File: config.mk
export PLATFORM = sky130hd
export DESIGN_NAME = sfd_front
export DESIGN_NICKNAME = d
export VERILOG_FILES = /design/src/sv/sfd_pkg.sv /design/src/sv/sfd_front.sv
export VERILOG_INCLUDE_DIRS = /design/src /design/src/sv
export SDC_FILE = /design/constraint.sdc
export NUM_CORES = 2
export LEC_CHECK = 0
export BUFFER_PORTS_ARGS = -buffer_cell sky130_fd_sc_hd__buf_2
export CAP_MARGIN = 20
export CORE_MARGIN = 2
export CORE_UTILIZATION = 55
export CTS_BUF_LIST = sky130_fd_sc_hd__clkbuf_16
export DETAILED_ROUTE_END_ITERATION = 12
export PLACE_DENSITY = 0.69
export SYNTH_ARGS = -nofsm -noshare
export SYNTH_HDL_FRONTEND = slang
export SYNTH_SLANG_ARGS = --single-unit
File: constraint.sdc
create_clock -name clk -period 10.7 [get_ports clk]
set_input_delay 0.535 -clock clk [delete_from_list [all_inputs] [get_ports clk]]
set_output_delay 0.535 -clock clk [all_outputs]
set_load 0.1 [all_outputs]
File: src/sv/assert_macros.svh
// ----------------------------------------------------------------------------
// Assertion macros
// Shared wrappers for the concurrent checks used across the sine pipeline.
// Defining ASSERT_OFF removes every check.
// ----------------------------------------------------------------------------
`ifndef ASSERT_MACROS_SVH
`define ASSERT_MACROS_SVH

`ifndef ASSERT_OFF
// Property that must hold at every clock edge outside reset.
`define ASSERT_SYNC(label, clk, rst, prop, msg) \
  label: assert property (@(posedge clk) disable iff (rst) prop) else $error(msg);
// Condition that must hold in the cycle after a trigger, outside reset.
`define ASSERT_NEXT(label, clk, rst, trig, cond, msg) \
  label: assert property (@(posedge clk) disable iff (rst) (trig) |=> (cond)) \
    else $error(msg);
`else
`define ASSERT_SYNC(label, clk, rst, prop, msg)
`define ASSERT_NEXT(label, clk, rst, trig, cond, msg)
`endif

`endif

File: src/sv/sfd_pkg.sv
// ----------------------------------------------------------------------------
// Sine pipeline package
// Widths, the per-term constant bundle and the item carried down the pipeline.
// ----------------------------------------------------------------------------
package sfd_pkg;

  // Number of odd-power terms summed (first term included).
  localparam int TERM_COUNT = 17;

  localparam int ANGLE_W   = 16;
  localparam int OUT_W     = 18;
  localparam int FRAC_BITS = 24;

  // Q.24 magnitudes: angle in radians, its square, one series term.
  localparam int X_W    = 27;
  localparam int X2_W   = 30;
  localparam int TERM_W = 31;
  localparam int ACC_W  = 35;

  // Term divider: divisor (n-1)*n, and the split of the quotient into digits.
  localparam int DIV_W  = 11;
  localparam int PROD_W = TERM_W + X2_W;
  localparam int PQ_W   = PROD_W + 1 - FRAC_BITS;
  localparam int LO_W   = 18;
  localparam int HI_W   = PQ_W - LO_W;
  localparam int LO_N   = DIV_W + LO_W;
  localparam int MHI_W  = HI_W + 2;
  localparam int MLO_W  = LO_N + 2;
  localparam int SH_W   = 6;

  typedef struct packed {
    logic [DIV_W-1:0] div_c;
    logic [MHI_W-1:0] magic_hi;
    logic [MLO_W-1:0] magic_lo;
    logic [SH_W-1:0]  shift_hi;
    logic [SH_W-1:0]  shift_lo;
    logic             subtract;
  } term_const_t;

  typedef struct packed {
    logic                    neg;
    logic [X2_W-1:0]         x2;
    logic [TERM_W-1:0]       term;
    logic signed [ACC_W-1:0] acc;
  } series_item_t;

endpackage

File: src/sv/sfd_front.sv
// ----------------------------------------------------------------------------
// Sine pipeline front end
// Clamps the angle magnitude, converts degrees to Q.24 radians and squares it.
// ----------------------------------------------------------------------------
`include "assert_macros.svh"

module sfd_front (
  input  logic                                clk,
  input  logic                                rst,
  input  logic                                accept,
  input  logic signed [sfd_pkg::ANGLE_W-1:0]  angle_deg,
  output logic                                out_valid,
  output sfd_pkg::series_item_t               out_item
);
  import sfd_pkg::*;

  localparam int A_W     = 15;
  localparam int Y_W     = 33;
  localparam int T_SHIFT = 13;
  localparam int T_W     = Y_W - T_SHIFT;
  localparam int R_SHIFT = 24;
  localparam int RCP_W   = 18;
  localparam int QP_W    = T_W + RCP_W;
  localparam int QE_W    = QP_W - R_SHIFT;
  localparam int DEN_W   = 20;
  localparam int XX_W    = 2 * X_W;

  localparam logic [A_W-1:0]   ANGLE_LIMIT = 15'd23040;
  // x = 4575*a + floor((193333*a + 351562) / 703125) is the rounded conversion.
  localparam logic [12:0]      DEG_INT     = 13'd4575;
  localparam logic [17:0]      DEG_FRAC    = 18'd193333;
  localparam logic [Y_W-1:0]   DEG_BIAS    = 33'd351562;
  localparam logic [DEN_W-1:0] DEG_DEN     = 20'd703125;
  localparam logic [63:0]      RCP_FULL    = (64'd1 << (T_SHIFT + R_SHIFT)) / DEG_DEN;
  localparam logic [RCP_W-1:0] DEN_RECIP   = RCP_FULL[RCP_W-1:0];
  localparam logic [X_W-1:0]   X_MAX       = 27'd105414335;
  localparam logic [XX_W:0]    SQ_HALF     = (XX_W+1)'(1) << (FRAC_BITS - 1);

  logic [ANGLE_W-1:0] angle_bits;
  logic [A_W+1:0]     mag_in;
  logic [A_W-1:0]     a_sat;

  logic               v0, v1, v2, v3, v4, v5;
  logic               neg0, neg1, neg2, neg3, neg4, neg5;
  logic [A_W-1:0]     a0;
  logic [X_W-1:0]     ax1, ax2, ax3;
  logic [Y_W-1:0]     y1, y2;
  logic [QP_W-1:0]    qp2;
  logic [QE_W-1:0]    q_est;
  logic [Y_W-1:0]     rem;
  logic [QE_W-1:0]    q3;
  logic [X_W-1:0]     x4, x5;
  logic [XX_W-1:0]    xx5;
  logic [XX_W:0]      xr;

  // Magnitude of the angle, clamped to one full turn.
  always_comb begin
    angle_bits = angle_deg;
    if (angle_bits[ANGLE_W-1]) begin
      mag_in = 17'h10000 - {1'b0, angle_bits};
    end else begin
      mag_in = {1'b0, angle_bits};
    end
    if (mag_in > {2'b00, ANGLE_LIMIT}) begin
      a_sat = ANGLE_LIMIT;
    end else begin
      a_sat = mag_in[A_W-1:0];
    end
  end

  // Quotient estimate is at most one low; the remainder test corrects it.
  always_comb begin
    q_est = qp2[QP_W-1:R_SHIFT];
    rem   = y2 - ({{(Y_W-QE_W){1'b0}}, q_est} * {{(Y_W-DEN_W){1'b0}}, DEG_DEN});
  end

  assign xr = {1'b0, xx5} + SQ_HALF;

  always_ff @(posedge clk) begin
    if (rst) begin
      v0 <= 1'b0;
      v1 <= 1'b0;
      v2 <= 1'b0;
      v3 <= 1'b0;
      v4 <= 1'b0;
      v5 <= 1'b0;
      out_valid <= 1'b0;
    end else begin
      v0 <= accept;
      v1 <= v0;
      v2 <= v1;
      v3 <= v2;
      v4 <= v3;
      v5 <= v4;
      out_valid <= v5;
    end
  end

  always_ff @(posedge clk) begin
    neg0 <= angle_bits[ANGLE_W-1];
    a0   <= a_sat;

    neg1 <= neg0;
    ax1  <= {{(X_W-A_W){1'b0}}, a0} * {{(X_W-13){1'b0}}, DEG_INT};
    y1   <= ({{(Y_W-A_W){1'b0}}, a0} * {{(Y_W-18){1'b0}}, DEG_FRAC}) + DEG_BIAS;

    neg2 <= neg1;
    ax2  <= ax1;
    y2   <= y1;
    qp2  <= {{(QP_W-T_W){1'b0}}, y1[Y_W-1:T_SHIFT]} * {{(QP_W-RCP_W){1'b0}}, DEN_RECIP};

    neg3 <= neg2;
    ax3  <= ax2;
    if (rem >= {{(Y_W-DEN_W){1'b0}}, DEG_DEN}) begin
      q3 <= q_est + QE_W'(1);
    end else begin
      q3 <= q_est;
    end

    neg4 <= neg3;
    x4   <= ax3 + {{(X_W-QE_W){1'b0}}, q3};

    neg5 <= neg4;
    x5   <= x4;
    xx5  <= {{X_W{1'b0}}, x4} * {{X_W{1'b0}}, x4};

    out_item.neg  <= neg5;
    out_item.x2   <= xr[FRAC_BITS +: X2_W];
    out_item.term <= {{(TERM_W-X_W){1'b0}}, x5};
    out_item.acc  <= $signed({{(ACC_W-X_W){1'b0}}, x5});
  end

  `ASSERT_NEXT(a_radians_range, clk, rst, v3, x4 <= X_MAX, "angle in radians beyond one turn")

endmodule

==> results_dict.tcl <==
set metrics [dict create \
    outcome "completed" \
    synth.most_common_cell "inv_1" \
    path_buf_inv 6 \
    post-route-min-period_ps 8353 \
    finalHoldViolations 0 \
    rsz0062_at_grt "no" \
    slowest_stage "dfxtp_1" \
    port_buffers 104 \
    worst-setup-path-type "register to register" \
    clock-sinks 344 \
    holdCritPathClass "primary input to register" \
    insertion_delay_ps 600 \
    io_pins 117 \
    cp_top_family "adder cells" \
    start_kind "register" \
    synth_edf_count 0 \
    initial_core_util_pct 55.30 \
    drive_gt1_share_pct 4.451 \
    cts_tree "built" \
    rows 111 \
    dp_hpwl_um 95000 \
    drt_iter0_drc 1753 \
    multiInputGateArea_um2 37480 \
    wirelength_um 113200 \
    async_reset_ff_share_pct 0 \
    critPathMostFrequentCell "fa_1" \
    wl_per_cell_um 17.74 \
    die_w_um 307.1 \
    whs_ps 150.1 \
    areaGrowthSynthToFinish_pct 6.199 \
    slew_headroom_pct 32.48 \
    clock_path_buffers 3 \
    worstPathArrival_ps 8840 \
    ys.warnings.count 0 \
    die_h_um 307.1 \
    avgSynthCellArea_um2 9.961 \
    post_cts_buffers 0 \
    overflow 0 \
    antenna_left 0 \
    maxSlewViolCount 0 \
    dr.pass1.iters 7 \
    routabilityCongestion 0.9496 \
    grt_pass1_wl_um 186900 \
    fill_cells 7849 \
    synth_top_area_cell "fa_1" \
    setup_tns_ps 0 \
    grt_use_total_pct 25.35 \
    cp_max_fo 14 \
    synth_flop_cell "dfxtp_1" \
    synth_seq_cells 344 \
    core_area_um2 91390 \
    finalSetupViolCount 0 \
    numCtsBuffers 41 \
    regArea_um2 6887 \
    maxCapViolCount 0 \
    grt_max_degree 31 \
    ys_top_cells_by_area "fa_1, ha_1, dfxtp_1, inv_1, xnor2_1" \
    htreeDepth 2 \
    max_freq_mhz 119.7 \
    end_kind "register" \
    syn_inst 5074 \
    holdBufCountCts 0 \
    drc 0 \
    synth_top_area_share_pct 40.17 \
    dieArea_um2 94330 \
    path_clk_slew_ps 60 \
    avgViaCountPerCell 5.129 \
    syn_area_um2 50540 \
    dr_total_vias 32734 \
    fin_util_pct 58.73 \
    antenna_found_initial 8 \
    clockRootBuffer "clkbuf_16" \
    netlist-cell-type-count 75 \
    slowest_delay_ps 810 \
    fin_skew_ps 33.49 \
    worst_ep_required_time_ps 11180 \
    ys_seq_area_share_pct 13.63 \
    min_period_over_period_pct 78.07 \
    synthTopCellsByCount "inv_1, fa_1, ha_1, dfxtp_1, nand2_1" \
    nNetsFinal 6904 \
    cts_resized 0 \
    grt_pass1_vias 36118 \
    tightest_slew_ps 1011 \
]
==> worst paths after layout <==
| check | cells after the start | slack (ps) | startpoint | to |
|---|---|---|---|---|
| setup / recovery | 27 | 2350 | x4[18] | xx5[51] |
| hold / removal | 2 | 150 | accept | v0 |
| setup reg to reg | 27 | 2350 | x4[18] | xx5[51] |
| hold reg to reg | 0 | 320 | ax1[24] | ax2[24] |
==> per-layer routing <==
metal	vias up	track usage, %	wire, um
met2	778	44.01	55560
met4	0	8.497	3962
met1	16422	32.55	47620
met3	196	3.639	6071
li1	15338	-	-
met5	-	0	0
==> flip-flops by register name (all words and copies together), names as in the netlist, 14 cells and up <==
| name | flops |
|---|---|
| qp2 | 14 |
| ax1 | 26 |
| a0 | 15 |
| y2 | 33 |
| x4 | 27 |
| y1 | 33 |
| x5 | 26 |
| q3 | 14 |
| xx5 | 32 |
| ax3 | 27 |
| ax2 | 26 |
| out_item | 58 |
==> metrics by stage <==
| stage | worst slack, ps | cell area, um2 | std cells |
|---|---|---|---|
| floorplan | 3231 | 50580 | 5085 |
| global placement | 2499 | 52290 | 6300 |
| detailed placement | 2367 | 52290 | 6301 |
| CTS | 2373 | 53660 | 6376 |
| global route | 1899 | 53670 | 6381 |
| finish | 2347 | 53670 | 6382 |
==> cell usage in the layout (no fill, tap or decap), types with 15 or more instances in the layout <==
cell       synthesis  routed
buf_4             39      37
buf_2              0     105
and3_1            16      16
and2_1           124     124
nand2_1          292     292
fa_1            1014    1014
xnor2_1          147     147
nand3_1           56      56
nor2_1           150     150
a211oi_1          15      15
dfxtp_1          344     344
a31oi_1           15      15
nand4_1           20      20
inv_1           1499    1502
nand2b_1          16      16
xor2_1            61      61
a21o_1            55      55
nor3_1            29      29
nor2b_1           30      30
o21bai_1          20      20
o21ai_0           75      75
a21oi_1          105     105
ha_1             713     713
o21a_1            19      19
clkbuf_16          0      42
==> final cells by class <==
type                            instances  area share, %
Multi-Input combinational cell       3126          69.83
Sequential cell                       344          12.83
Inverter                             1503          10.51
Tap cell                             1186          2.765
Clock buffer                           42          1.958
Timing Repair Buffer                  142          1.497
Clock inverter                         33         0.5828
Antenna cell                            6        0.02797
==> cells by family after synthesis <==
family	count (synthesis)	synth area share (%)
buf+inv	1615	12.30
xor+xnor	208	3.605
fa+ha+maj	1727	57.82
flops	344	13.63
other cells	1	0.007420
mux	7	0.1436
compound gates	394	5.125
simple gates	778	7.378
Power is left out: the tool's default activity adds up to more than one toggle a clock period on the data nets, which glitch-free logic cannot reach.
