## src/sv/assert_macros.svh

```systemverilog
// ----------------------------------------------------------------------------
// Assertion macros
// Shared wrappers for the concurrent checks used across the sine pipeline.
// Defining ASSERT_OFF removes every check.
// ----------------------------------------------------------------------------
`ifndef ASSERT_MACROS_SVH
`define ASSERT_MACROS_SVH

`ifndef ASSERT_OFF
// Property that must hold at every clock edge outside reset.
`define ASSERT_SYNC(label, clk, rst, prop, msg) \
  label: assert property (@(posedge clk) disable iff (rst) prop) else $error(msg);
// Condition that must hold in the cycle after a trigger, outside reset.
`define ASSERT_NEXT(label, clk, rst, trig, cond, msg) \
  label: assert property (@(posedge clk) disable iff (rst) (trig) |=> (cond)) \
    else $error(msg);
`else
`define ASSERT_SYNC(label, clk, rst, prop, msg)
`define ASSERT_NEXT(label, clk, rst, trig, cond, msg)
`endif

`endif

```

## src/sv/sfd_pkg.sv

```systemverilog
// ----------------------------------------------------------------------------
// Sine pipeline package
// Widths, the per-term constant bundle and the item carried down the pipeline.
// ----------------------------------------------------------------------------
package sfd_pkg;

  // Number of odd-power terms summed (first term included).
  localparam int TERM_COUNT = 17;

  localparam int ANGLE_W   = 16;
  localparam int OUT_W     = 18;
  localparam int FRAC_BITS = 24;

  // Q.24 magnitudes: angle in radians, its square, one series term.
  localparam int X_W    = 27;
  localparam int X2_W   = 30;
  localparam int TERM_W = 31;
  localparam int ACC_W  = 35;

  // Term divider: divisor (n-1)*n, and the split of the quotient into digits.
  localparam int DIV_W  = 11;
  localparam int PROD_W = TERM_W + X2_W;
  localparam int PQ_W   = PROD_W + 1 - FRAC_BITS;
  localparam int LO_W   = 18;
  localparam int HI_W   = PQ_W - LO_W;
  localparam int LO_N   = DIV_W + LO_W;
  localparam int MHI_W  = HI_W + 2;
  localparam int MLO_W  = LO_N + 2;
  localparam int SH_W   = 6;

  typedef struct packed {
    logic [DIV_W-1:0] div_c;
    logic [MHI_W-1:0] magic_hi;
    logic [MLO_W-1:0] magic_lo;
    logic [SH_W-1:0]  shift_hi;
    logic [SH_W-1:0]  shift_lo;
    logic             subtract;
  } term_const_t;

  typedef struct packed {
    logic                    neg;
    logic [X2_W-1:0]         x2;
    logic [TERM_W-1:0]       term;
    logic signed [ACC_W-1:0] acc;
  } series_item_t;

endpackage

```

## src/sv/sfd_back.sv

```systemverilog
// ----------------------------------------------------------------------------
// Sine pipeline back end
// Rounds the Q.24 sum to Q1.16, saturates to one and applies the angle's sign.
// ----------------------------------------------------------------------------
`include "assert_macros.svh"

module sfd_back (
  input  logic                               clk,
  input  logic                               rst,
  input  logic                               in_valid,
  input  sfd_pkg::series_item_t              in_item,
  output logic                               done,
  output logic signed [sfd_pkg::OUT_W-1:0]   sine_value
);
  import sfd_pkg::*;

  localparam int OUT_SHIFT = FRAC_BITS - 16;
  localparam int SM_W      = ACC_W - OUT_SHIFT;
  localparam int MAG_W     = OUT_W - 1;
  localparam logic [MAG_W-1:0] ONE_Q16    = 17'h10000;
  localparam logic [ACC_W-1:0] ROUND_HALF = ACC_W'(1) << (OUT_SHIFT - 1);

  logic [ACC_W-1:0] acc_u;
  logic [ACC_W-1:0] mag;
  logic [ACC_W-1:0] rnd;
  logic [SM_W-1:0]  mag_q16;
  logic             v1;
  logic             flip1;
  logic [MAG_W-1:0] m1;

  // Sum is rounded half away from zero by working on its magnitude.
  always_comb begin
    acc_u = in_item.acc;
    if (acc_u[ACC_W-1]) begin
      mag = {ACC_W{1'b0}} - acc_u;
    end else begin
      mag = acc_u;
    end
    rnd     = mag + ROUND_HALF;
    mag_q16 = rnd[ACC_W-1:OUT_SHIFT];
  end

  always_ff @(posedge clk) begin
    if (rst) begin
      v1   <= 1'b0;
      done <= 1'b0;
    end else begin
      v1   <= in_valid;
      done <= v1;
    end
  end

  always_ff @(posedge clk) begin
    flip1 <= acc_u[ACC_W-1] ^ in_item.neg;
    if (mag_q16 > {{(SM_W-MAG_W){1'b0}}, ONE_Q16}) begin
      m1 <= ONE_Q16;
    end else begin
      m1 <= mag_q16[MAG_W-1:0];
    end
    if (flip1) begin
      sine_value <= {OUT_W{1'b0}} - {1'b0, m1};
    end else begin
      sine_value <= {1'b0, m1};
    end
  end

  `ASSERT_NEXT(a_mag_saturated, clk, rst, in_valid, m1 <= ONE_Q16, "magnitude above one")

endmodule
```

## config.mk

```make
export PLATFORM = sky130hd
export DESIGN_NAME = sfd_back
export DESIGN_NICKNAME = d
export VERILOG_FILES = /design/src/sv/sfd_pkg.sv /design/src/sv/sfd_back.sv
export VERILOG_INCLUDE_DIRS = /design/src /design/src/sv
export SDC_FILE = /design/constraint.sdc
export NUM_CORES = 1
export LEC_CHECK = 0
export BUFFER_PORTS_ARGS = -buffer_cell sky130_fd_sc_hd__buf_2
export CAP_MARGIN = 10
export CORE_ASPECT_RATIO = 0.75
export CORE_MARGIN = 5
export CORE_UTILIZATION = 50
export CTS_CLUSTER_DIAMETER = 150
export DETAILED_ROUTE_END_ITERATION = 7
export PLACE_DENSITY = 0.84
export RECOVER_POWER = 25
export SYNTH_ARGS = -nofsm -noshare
export SYNTH_HDL_FRONTEND = slang
export SYNTH_SLANG_ARGS = --single-unit
```

## constraint.sdc

```tcl
create_clock -name clk -period 4.7 [get_ports clk]
set_input_delay 0.235 -clock clk [delete_from_list [all_inputs] [get_ports clk]]
set_output_delay 0.235 -clock clk [all_outputs]
set_load 0.1 [all_outputs]
```

==> run summary, run 1 <==
post-CTS resize count - 0
hold_ws - 112 ps
port buffer count - 57
DRT Pass-1 Iters - 5
met1 GRT Util - 27.9%
post-synth net total - 537
clk_skew - 5.63 ps
share of cells above drive strength 1 - 19.4%
number of max-cap violations - 0
Top Usage Layer GRT - met2
hpwl dp - 6650 µm
final hold violations - 0
DRC - 0
FILL cells - 633
Setup TNS Final - 0 ps
initial antenna violation count - 0
syn_area_per_cell - 7.77 µm²
Vias/cell - 6.29
Post-synth EDFFs - 0
Root Buffer - clkbuf_8
crit-path cells - buf_2 -> nor4_1 -> nand2_1 -> nand2_1 -> xnor2_1 -> ha_1 -> nand4_1 -> o211ai_1 -> nand3_2 -> or3_4 -> or4_4 -> a21oi_4 -> o2111ai_4 -> or3_1
Tot Pwr - 769 µW
Total Wirelength - 8720 µm
gpl congestion - 0.932
most used cell, CP - nand2_1
largest net degree at the start of global routing - 34
sequential share of the synthesized area - 22.5%
Total GRT Usage - 19.8%
PnR worst setup slack - 732 ps
mapped cell area - 3380 µm²
Final setup viols - 0
WL per Instance - 15.8 µm
Ports - 119
Cells after Synth - 435
asr flop ratio synth - 0%
Yosys warnings - 0
Worst-Skew Late Latency - 280 ps
FMAX - 252 MHz
most frequent cells in the layout - buf_2 (52), dfxtp_1 (38), xnor2_1 (34), nand2_1 (30), o21ai_0 (29)
Die X - 105 µm
DR iter-0 viols - 464
critical path's largest stage delay - 510 ps
Setup crit end kind - flip-flop
Initial Utilization - 50.4%
multi-input logic area - 2420 µm²
CTS tree - built
Final Util - 55.8%
Core ar. - 6700 µm²
GRT met2 Usage - 32.2%
outcome - completed
die area - 8520 µm²
Setup CP Type - input pin to flip-flop
clk buf depth - 2
required time worst endpoint - 4860 ps
fin crit share - 84.4%
clock slew at reported path FFs - 70 ps
number of cell rows - 26
RSZ-0062 raised after global routing - false
CTS Buf Count - 5
maximum VDD drop - 0.102 mV
DP Area - 3650 µm²
Synth Flop Type - dfxtp_1
Yosys reg bits - 38
Setup Buffers After CTS - 0
commonest non-fill, non-tap cell in the layout - buf_2
minimum setup slack after placement - 448 ps
first-pass GRT wire length - 14300 µm
Worst-Margin Slew - 1170 ps
vias in the first global route - 2985
Antenna diodes - 0
CTS sink cnt - 38
via count - 3479
FF/Latch Area - 761 µm²
cell area after layout - 3740 µm²
P&R area growth vs syn - 10.6%
Startpoint Class - input pin
grt ovf - 0
Post-DRT Antenna Nets - 0
worst path bufs/invs - 1
post-route insts no fill - 553
placed cell count - 545
relative slew slack - 22.1%
Max FO, Critical Path - 17
Yosys cell types - 70
# nets final - 570
Critical Path AT - 4130 ps
cell family with most CP delay - simple AND/OR/NAND/NOR gates
Final Critical Period - 3970 ps
Die Height - 81.2 µm
Max Slew Vio Count - 0
Leak Pwr - 1.39 nW
Slowest cell on crit path - or4_4
H-Tree Depth - 2
grt met3 use - 3.34%
Power per Cell Area - 206 nW/µm²
CTS hold repair buffers - 0
Min-Delay Path Class - input pin to flip-flop
## cells in the mapped netlist, types with 3 or more instances
library cell / n / area (µm²)
dfxtp_1: 38 / 761
xnor2_1: 34 / 298
clkbuf_1: 31 / 116
nand2_1: 30 / 113
o21ai_0: 29 / 145
nor2_1: 22 / 82.6
nor3_1: 20 / 100
xor2_1: 16 / 140
nor4_1: 15 / 93.8
a21oi_1: 14 / 70.1
inv_1: 12 / 45.0
o31ai_1: 11 / 82.6
or3_1: 11 / 68.8
nand3_1: 9 / 45.0
nand4_1: 9 / 56.3
o211ai_1: 8 / 60.1
nor2b_1: 7 / 43.8
nor4b_1: 7 / 61.3
or4_1: 7 / 52.6
a31oi_1: 6 / 37.5
nor4_2: 6 / 75.1
o41ai_1: 6 / 52.6
or2_2: 6 / 37.5
a211oi_1: 4 / 30.0
mux2i_1: 4 / 40.0
and3b_1: 3 / 26.3
buf_6: 3 / 33.8
nor3b_1: 3 / 22.5
o21a_1: 3 / 22.5
o311a_1: 3 / 30.0
o31a_1: 3 / 26.3
## registers in the layout (all words and copies together) (netlist names)
name        cells
m1             17
flip1           1
done            1
sine_value     18
v1              1
## kinds of logic (layout without fill, tap and decap cells)
| kind of cell | Yosys count | after routing | share of synthesized area [%] |
|---|---|---|---|
| buffers and inverters | 48 | 82 | 6.07 |
| flip-flops | 38 | 38 | 22.5 |
| AND/OR/NAND/NOR | 173 | 173 | 30.6 |
| AO/OA/AOI/OAI | 117 | 117 | 24.8 |
| multiplexers | 7 | 7 | 2.33 |
| XOR/XNOR | 50 | 50 | 13.0 |
| adder cells (fa/ha/maj) | 2 | 2 | 0.741 |
## area by class of cell
type	instances	area share, %
tap	84	2.81
multi-input combinational	349	64.7
timing repair buffer	62	8.47
clock buffer	7	2.31
sequential	38	20.4
clock inverter	1	0.134
inverter	12	1.21
## where the power goes
| group | leakage, nW | internal (mW) | switching [mW] | total (mW) |
|---|---|---|---|---|
| clock network | 0.0482 | 0.118 | 0.0991 | 0.217 |
| registers | 0.307 | 0.326 | 0.00422 | 0.330 |
| logic | 1.04 | 0.0779 | 0.144 | 0.222 |
## per-layer routing
layer | wire length, µm | vias up
li1 | - | 1709
met1 | 4080 | 1588
met2 | 3790 | 174
met3 | 791 | 8
met4 | 56 | 0
met5 | 0 | -
## path summary, 6_finish.rpt
| kind | from | end | slack [ps] | depth (start not counted) |
|---|---|---|---|---|
| worst min register to register | m1[0] | sine_value[0] | 380 | 0 |
| worst max-delay path | in_item[3] | m1[16] | 730 | 14 |
| worst min-delay path | rst | done | 110 | 2 |
| worst max register to register | m1[5] | sine_value[14] | 2620 | 5 |
Power figures use the tool's default switching activity.
==> inputs of run 2 (changes only) <==
--- a/config.mk
+++ b/config.mk
@@ -6,6 +6,7 @@
 export SDC_FILE = /design/constraint.sdc
 export NUM_CORES = 1
 export LEC_CHECK = 0
+export ABC_AREA = 1
 export BUFFER_PORTS_ARGS = -buffer_cell sky130_fd_sc_hd__buf_2
 export CAP_MARGIN = 10
 export CORE_ASPECT_RATIO = 0.75
@@ -13,7 +14,7 @@
 export CORE_UTILIZATION = 50
 export CTS_CLUSTER_DIAMETER = 150
 export DETAILED_ROUTE_END_ITERATION = 7
-export PLACE_DENSITY = 0.84
+export PLACE_DENSITY = 0.83
 export RECOVER_POWER = 25
 export SYNTH_ARGS = -nofsm -noshare
 export SYNTH_HDL_FRONTEND = slang
==> constraint.sdc (replaced) <==
create_clock -name clk -period 3.75 [get_ports clk]
set_input_delay 0.1875 -clock clk [delete_from_list [all_inputs] [get_ports clk]]
set_output_delay 0.1875 -clock clk [all_outputs]
set_load 0.1 [all_outputs]
==> run 2 against run 1 <==
Worst hold slack lost 27 ps. Non-clock buffer count decreased by 4. Synthesized area increased by 9.1%. Highest routed layer unchanged. Global-route usage is 1.4 points higher. Setup slack improved by 180 ps. Wire length up 11%. Total power up 38%.
==> run summary, run 2 <==
outcome - completed
most used cell, CP - nand2_1
initial antenna violation count - 0
Final Util - 57.3%
worst r2r src - m1[0]
Ports - 119
Synth top area share - 20.6%
RSZ-0062 raised after global routing - false
via count - 3999
first-pass GRT wire length - 16200 µm
largest net degree at the start of global routing - 34
Post-synth EDFFs - 0
clock slew at reported path FFs - 70 ps
number of cell rows - 27
critical path's largest stage delay - 480 ps
Worst Hold Path EP - v1
Setup CP Type - input pin to flip-flop
met1 WL - 4360 µm
Die X - 109 µm
Antenna diodes - 0
DP Area - 4060 µm²
required time worst endpoint - 3950 ps
crit-path cells - buf_2 -> buf_4 -> o21ai_1 -> nand2_1 -> nand2_1 -> nand2_2 -> nand2_2 -> nor2_2 -> nand3_2 -> nor2_1 -> nand2_1 -> nand2_1 -> nand3_1 -> nor2_2 -> nand3_2 -> nor2_1
commonest cells in the netlist - nand2_1 (192), nor2_1 (90), inv_1 (74)
Yosys warnings - 0
asr flop ratio synth - 0%
fin crit share - 75.8%
Max Slew Vio Count - 0
Min-Delay Path Class - input pin to flip-flop
post-synth net total - 731
mapped cell area - 3690 µm²
CTS tree - built
Root Buffer - clkbuf_8
DRC - 0
HP Start - rst
syn_area_per_cell - 5.86 µm²
Setup TNS Final - 0 ps
Synth Flop Type - dfxtp_1
CTS hold repair buffers - 0
CTS Buf Count - 5
commonest non-fill, non-tap cell in the layout - nand2_1
most numerous cell in the Yosys netlist - nand2_1
DRT Pass-1 Iters - 6
Initial Utilization - 50.8%
relative slew slack - 22.6%
cell taking the most area after synthesis - dfxtp_1
Max FO, Critical Path - 33
Top Metal Used - met4
Met3 Routed Length - 630 µm
worst flop-to-flop path endpoint - sine_value[16]
sequential share of the synthesized area - 20.6%
FMAX - 352 MHz
clk_skew - 3.59 ps
Reg with most FFs - sine_value
die area - 9210 µm²
Post-DRT Antenna Nets - 0
max reg flops - 18
Slowest cell on crit path - buf_2
Power per Cell Area - 255 nW/µm²
Critical Path AT - 3050 ps
PnR worst setup slack - 907 ps
most frequent cells in the layout - nand2_1 (192), nor2_1 (90), inv_1 (74), nand3_1 (58), buf_2 (49)
cell area after layout - 4160 µm²
number of max-cap violations - 0
Worst-Margin Slew - 1170 ps
Total Wirelength - 9640 µm
grt ovf - 0
hold path cells - 2
CTS sink cnt - 38
P&R area growth vs syn - 12.9%
Vias/cell - 5.08
port buffer count - 57
DR iter-0 viols - 301
Total GRT Usage - 21.2%
largest cells by area after synthesis - dfxtp_1 (21%), nand2_1 (20%), nor2_1 (9.2%), nand3_1 (7.9%), inv_1 (7.5%)
Top Registers - sine_value x18, m1 x17
final hold violations - 0
Die Height - 84.4 µm
share of cells above drive strength 1 - 22.4%
Core ar. - 7260 µm²
maximum VDD drop - 0.199 mV
hpwl dp - 7920 µm
vias in the first global route - 3631
Worst Reg-to-Reg Cells - 8
Yosys reg bits - 38
# nets final - 788
post-CTS resize count - 0
gpl congestion - 0.950
WL per Instance - 12.2 µm
Tot Pwr - 1.06 mW
Leak Pwr - 2.15 nW
Setup crit end kind - flip-flop
R2R setup slack - 1490 ps
Final Critical Period - 2840 ps
Startpoint Class - input pin
Final setup viols - 0
clk buf depth - 2
Setup Buffers After CTS - 0
Cells after Synth - 629
Yosys cell types - 32
Worst-Skew Late Latency - 280 ps
minimum setup slack after placement - 721 ps
H-Tree Depth - 2
routed length on met2 - 4510 µm
run 2: changes by cell type in the layout (fill, tap and decap cells not counted), sizes merged, moves of 11 or more:
cell / before / now
nand2: 30 / 232
nor2: 22 / 128
inv: 12 / 80
nand3: 10 / 68
xnor2: 34 / 6
nor4: 21 / 0
a21oi: 15 / 1
o21ai: 30 / 17
nor3: 20 / 8
or3: 12 / 0
o31ai: 11 / 0
run 2: cell type report:
| type | instances | area (µm²) |
|---|---|---|
| Sequential cell | 38 | 761 |
| Clock inverter | 1 | 30.0 |
| Timing Repair Buffer | 58 | 283 |
| Tap cell | 101 | 126 |
| Fill cell | 715 | 3100 |
| Multi-Input combinational cell | 502 | 2580 |
| Inverter | 81 | 304 |
| Clock buffer | 6 | 82.6 |
run 2: cells by family (layout without fill, tap and decap cells):
logic type / count (synthesis) / in the layout / synth area share, %
and+or+nand+nor: 458 / 458 / 61.0
buffers and inverters: 89 / 146 / 9.47
DFF: 38 / 38 / 20.6
AOI/OAI and AO/OA: 21 / 21 / 3.22
xor gates and xnor gates: 21 / 21 / 4.99
adders and majority gates: 2 / 2 / 0.679
run 2: per-layer routing:
layer / GRT usage (%) / up-vias
met5: 0 / -
met4: 5.50 / 0
met3: 2.92 / 16
met2: 36.0 / 125
met1: 28.1 / 1791
li1: - / 2067
run 2: report_power, final:
| group | leakage [nW] | internal, mW | switching [mW] |
|---|---|---|---|
| Clock | 0.0573 | 0.213 | 0.131 |
| Combinational | 1.78 | 0.0863 | 0.218 |
| Sequential | 0.307 | 0.409 | 0.00419 |
run 2: metrics by stage:
step,std cells,hold slack [ps]
5_1_grt,787,95.5
3_3_place_gp,780,357
6_report,787,85.0
3_5_place_dp,780,366
4_1_cts,787,64.5
2_1_floorplan,629,259
run 2: worst max path at each step:
stage                     start     to  slack [ps]  cells past startpoint
finish              in_item[34]  m1[0]         910                     16
global route        in_item[34]  m1[0]         700                     16
CTS                 in_item[34]  m1[0]        1000                     16
detailed placement  in_item[34]  m1[0]         720                     16
global placement    in_item[34]  m1[0]         860                     16
floorplan            in_item[6]  m1[5]        1530                     21
run 2: worst max-delay path, delay by kind of cell:
family                 cells  cell delay, ps
AOI/OAI and AO/OA          1             180
buffers and inverters      2             840
and+or+nand+nor           13            1830
